### config.mk
export PLATFORM = sky130hd
export DESIGN_NAME = kwm_ofifo
export DESIGN_NICKNAME = d
export VERILOG_FILES = /design/src/rtl/core/kwm_pkg.sv /design/src/rtl/core/kwm_ofifo.sv
export VERILOG_INCLUDE_DIRS = /design/src /design/src/rtl/core
export SDC_FILE = /design/constraint.sdc
export NUM_CORES = 1
export LEC_CHECK = 0
export BUFFER_PORTS_ARGS = -buffer_cell sky130_fd_sc_hd__buf_4
export CORE_UTILIZATION = 55
export CTS_BUF_LIST = sky130_fd_sc_hd__clkbuf_2 sky130_fd_sc_hd__clkbuf_4 sky130_fd_sc_hd__clkbuf_8
export DETAILED_ROUTE_END_ITERATION = 12
export HOLD_SLACK_MARGIN = 0.06
export PLACE_DENSITY = 0.74
export RECOVER_POWER = 25
export SYNTH_ARGS = -nofsm -noshare
export SYNTH_HDL_FRONTEND = slang
export SYNTH_SLANG_ARGS = --single-unit
### constraint.sdc
create_clock -name clk -period 13.6 [get_ports clk]
set_clock_uncertainty 0.05 [all_clocks]
set_input_delay 2.72 -clock clk [delete_from_list [all_inputs] [get_ports clk]]
set_output_delay 2.72 -clock clk [all_outputs]
set_load 0.03 [all_outputs]
### src/rtl/core/kway_merge_with_group_index_macros.svh
// Assertion macros shared by the merge block's modules.
`ifndef KWAY_MERGE_WITH_GROUP_INDEX_MACROS_SVH
`define KWAY_MERGE_WITH_GROUP_INDEX_MACROS_SVH

// A property that must hold at every clock edge outside reset.
`define KWM_ASSERT(lbl, prop, msg) \
  lbl: assert property (@(posedge clk) disable iff (!rst_n) (prop)) else $error(msg);

// An implication checked in the same cycle.
`define KWM_ASSERT_IMP(lbl, ante, cons, msg) \
  lbl: assert property (@(posedge clk) disable iff (!rst_n) (ante) |-> (cons)) else $error(msg);

`endif

### src/rtl/core/kwm_pkg.sv
// Package with the shared constants, codes and types of the merge block.
package kwm_pkg;

  localparam int LANES = 16;
  localparam int NLN = (LANES < 16) ? LANES : 16;
  localparam int LW = $clog2(NLN);
  localparam int TREE = 1 << LW;
  localparam int CW = $clog2(LW + 1);
  localparam int LCW = 5;
  localparam int KW = 64;
  localparam int LENW = 31;
  localparam int OW = 64;
  localparam int OQ_DEPTH = 4;
  localparam int OQ_AW = 2;

  localparam logic [LCW-1:0] NLN_C = LCW'(NLN);

  typedef logic [1:0] lst_t;
  localparam lst_t ST_AWAIT = 2'd0;
  localparam lst_t ST_HOLD = 2'd1;
  localparam lst_t ST_END = 2'd2;

  localparam logic [1:0] KIND_REC = 2'd0;
  localparam logic [1:0] KIND_GRP = 2'd1;
  localparam logic [1:0] KIND_FIN = 2'd2;

  localparam logic REG_ACTIVE_LANES = 1'b0;
  localparam logic REG_INDEX_EN = 1'b1;

  typedef struct packed {
    logic [KW-1:0]   key;
    logic [LENW-1:0] first_len;
    logic [LENW-1:0] second_len;
  } head_t;

  typedef struct packed {
    logic valid;
    logic fin;
  } cmd_t;

  typedef struct packed {
    logic          take;
    logic          rel;
    logic          rec;
    logic [LW-1:0] lane;
  } fb_t;

  typedef struct packed {
    logic [1:0]    kind;
    logic [3:0]    from_lane;
    logic [KW-1:0] key;
    logic [OW-1:0] start_first;
    logic [OW-1:0] start_second;
    logic [OW-1:0] size_first;
    logic [OW-1:0] size_second;
    logic          last;
  } res_t;

endpackage

### src/rtl/core/kwm_ofifo.sv
// Result queue between the pick engine and the result ports.
`include "kway_merge_with_group_index_macros.svh"

module kwm_ofifo (
  input  logic          clk,
  input  logic          rst_n,
  input  logic          wr_en,
  input  kwm_pkg::res_t din,
  output logic          wr_full,
  input  logic          rd_en,
  output logic          rd_empty,
  output kwm_pkg::res_t dout
);
  import kwm_pkg::*;

  res_t             mem_r [OQ_DEPTH];
  logic [OQ_AW-1:0] wp_r, wp_nxt, rp_r, rp_nxt;
  logic [OQ_AW:0]   cnt_r, cnt_nxt;
  logic             do_wr, do_rd;

  assign wr_full = (cnt_r == (OQ_AW+1)'(OQ_DEPTH));
  assign rd_empty = (cnt_r == '0);
  assign do_wr = wr_en && !wr_full;
  assign do_rd = rd_en && !rd_empty;
  assign dout = mem_r[rp_r];

  always_comb begin
    wp_nxt = do_wr ? wp_r + 1'b1 : wp_r;
    rp_nxt = do_rd ? rp_r + 1'b1 : rp_r;
    cnt_nxt = cnt_r;
    if (do_wr && !do_rd) begin
      cnt_nxt = cnt_r + 1'b1;
    end else if (do_rd && !do_wr) begin
      cnt_nxt = cnt_r - 1'b1;
    end
  end

  always_ff @(posedge clk) begin
    if (!rst_n) begin
      wp_r <= '0;
      rp_r <= '0;
      cnt_r <= '0;
    end else begin
      wp_r <= wp_nxt;
      rp_r <= rp_nxt;
      cnt_r <= cnt_nxt;
    end
  end

  always_ff @(posedge clk) begin
    if (do_wr) begin
      mem_r[wp_r] <= din;
    end
  end

  `KWM_ASSERT(a_oq_count, cnt_r <= (OQ_AW+1)'(OQ_DEPTH), "result queue count out of range")

endmodule

==> impl_results.md <==
- CTS tree: built
- Internal power: 0.00792 W
- CP Launch Type: register
- Clock Latency Late Sink: 830 ps
- Endpoints failing setup: 0
- CTS resizes: 0
- Post-detailed-routing wire length: 97900 um
- Hold-fix buffers, CTS: 0
- Reg-to-reg startpoint: cnt_r[0]
- Peak VDD IR: 0.000136 V
- Fin. Hold Viols: 0
- Die H: 296 um
- Max cap viols: 0
- Post-Route Setup TNS: 0 ps
- Core Region: 85400 um^2
- Leak Pwr: 18.4 nW
- Register area share after synthesis: 83.0%
- Cells after Synth: 1756
- Synthesized Nets: 2093
- Residual DRC: 0
- Vias in the first global route: 22.7k
- GRT Util Overall: 22.2%
- WL/cell: 25.3 um
- Max FO, Critical Path: 45
- Synth Area per Inst: 27.1 um^2
- Reg2Reg Setup Slack: 9450 ps
- Dpl cells: 3502
- Post-DP HPWL: 59900 um
- Initial Util: 55.7%
- Final setup margin: 6680 ps
- CTS root buffer: clkbuf_8
- Setup Fix Bufs, Post-CTS: 0
- Hold slack: 471 ps
- Hold worst-path end: wp_r[1]
- Status: finished, final reports clean
- Total global routing overflow: 0
- Switching share of total power: 31.4%
- FF+latch area: 39500 um^2
- Port Buffer Count: 659
- Final std cells w/o fill: 3867
- Clock tree sinks: 1317
- Most frequent cells in the layout: edfxtp_1, buf_4, mux4_2
- Highest Clock Rate: 144 MHz
- Placer Congestion: 0.792
- Fillers: 5461
- WP data required: 10830 ps
- HP Start: wp_r[1]
- Worst R2R End: mem_r[0][129]
- RSZ-0062 raised after global routing: false
- Cts bufs inserted: 198
- P_sw: 0.00362 W
- Slew headroom: 19.9%
- Pre-Repair DR Iteration Count: 4
- Yosys reg bits: 1317
- Initial antenna violation count: 25
- Hold Crit Depth: 2
- Initial detailed-routing violation count: 1439
- Final min period: 6920 ps
- Vias: 21.6k
- Most common cell after layout, fill and taps aside: edfxtp_1
- Horiz. Die Dim: 296 um
- Worst-margin pin slew: 1200 ps
- Clock power frac: 26.4%
- Rows: 107
- Logic pwr share: 29.7%
- Syn. warnings: 0
- Reg power frac: 43.9%
- Synth Cell Area: 47600 um^2
- Nets: 2895
- First-pass GRT wire length: 142000 um
- H-Tree Depth: 4
- Largest net degree at the start of global routing: 159
- Vias/cell: 5.58
- Max-slew violation count: 0
- Netlist cell types: 24
- Die ar.: 87600 um^2
- Critical path class: register to output port
- Tcrit/Tclk final: 50.9%
- Worst min path class: register to register
- Multi-input gate area: 7650 um^2
- Setup crit end kind: output port
- FF-to-FF path depth: 5
- Final antenna-violating net count: 0
- Pwr dens: 204 nW/um^2
- Layout area overhead: 19.3%
- Clock transition at the registers of the reported paths: 60 ps
- WP data arrival: 4150 ps
- Clk buf depth: 3
- Share of cells above drive strength 1: 39.9%
- I/O Pins: 660
- Worst slack, placed: 7260 ps
==> per-stage QoR <==
stage | total power (W) | cell area [um^2] | utilization [%]
2_1_floorplan | 0.00754 | 47600 | -
3_3_place_gp | 0.00861 | 53700 | 62.9
3_5_place_dp | 0.00866 | 53700 | 62.9
4_1_cts | 0.0117 | 57500 | 67.3
5_1_grt | 0.0120 | 56700 | 66.4
6_report | 0.0115 | 56700 | 66.4
==> power groups by stage <==
stage / Clock (W) / Sequential [W] / Combinational (W)
floorplan: 0 / 0.00521 / 0.00233
global placement: 0 / 0.00512 / 0.00349
detailed placement: 0 / 0.00515 / 0.00351
CTS: 0.00312 / 0.00507 / 0.00352
global route: 0.00329 / 0.00510 / 0.00360
finish: 0.00305 / 0.00506 / 0.00343
==> cells by family after synthesis <==
| family | Yosys count | synth area share, % |
|---|---|---|
| mux | 330 | 15.6 |
| compound gates | 4 | 0.0605 |
| buf+inv | 78 | 0.963 |
| xor+xnor | 4 | 0.0737 |
| simple gates | 17 | 0.203 |
| flops | 1317 | 83.0 |
| fa+ha+maj | 6 | 0.174 |
==> layout make-up <==
cell class / instances / share of cell area [%]
multi-input combinational: 361 / 13.5
antenna: 12 / 0.0530
clock inverter: 82 / 0.803
timing repair buffer: 677 / 7.66
tap: 1144 / 2.52
sequential: 1317 / 69.6
clock buffer: 271 / 5.86
inverter: 3 / 0.0199
==> synth_stat cells, drive strengths merged <==
master	count	area (um^2)
or3	1	6.26
o31ai	1	7.51
ha	5	62.6
inv	3	11.3
a21boi	1	7.51
o21ai	1	5.00
xor2	1	8.76
nor3	1	5.00
nor3b	1	7.51
edfxtp	1308	39300
mux4	327	7360
nand2	4	15.0
dfxtp	9	180
buf	63	402
clkbuf	12	45.0
o311ai	1	8.76
fa	1	20.0
xnor2	3	26.3
mux2i	3	30.0
nor2b	2	12.5
and2	8	50.1
==> per-layer routing <==
layer  global-route usage (%)  share of wire [%]  up-vias
met3                     7.79                8.4      199
met4                     9.32                3.2       26
li1                         -                  -     9306
met2                     36.4                 52      790
met5                        0               0.18        -
met1                     27.1                 36    11300
==> worst max-delay path by stage <==
stage               endpoint
6_report           dout[221]
5_1_grt            dout[221]
4_1_cts            dout[221]
3_5_place_dp   mem_r[1][128]
3_3_place_gp    mem_r[1][22]
2_1_floorplan    mem_r[0][0]
==> state kept, by name, indices dropped and copies added (netlist names), named ones only <==
| name | cells |
|---|---|
| mem_r | 1308 |
| cnt_r | 3 |
| rp_r | 2 |
| wp_r | 2 |
==> critical path, cell delays in order (launching register included) <==
cell and delay [ps]:
dfxtp_4 930, buf_4 700, buf_4 800, mux4_2 640, buf_4 190
No activity file was read; power rests on OpenSTA's default activity.
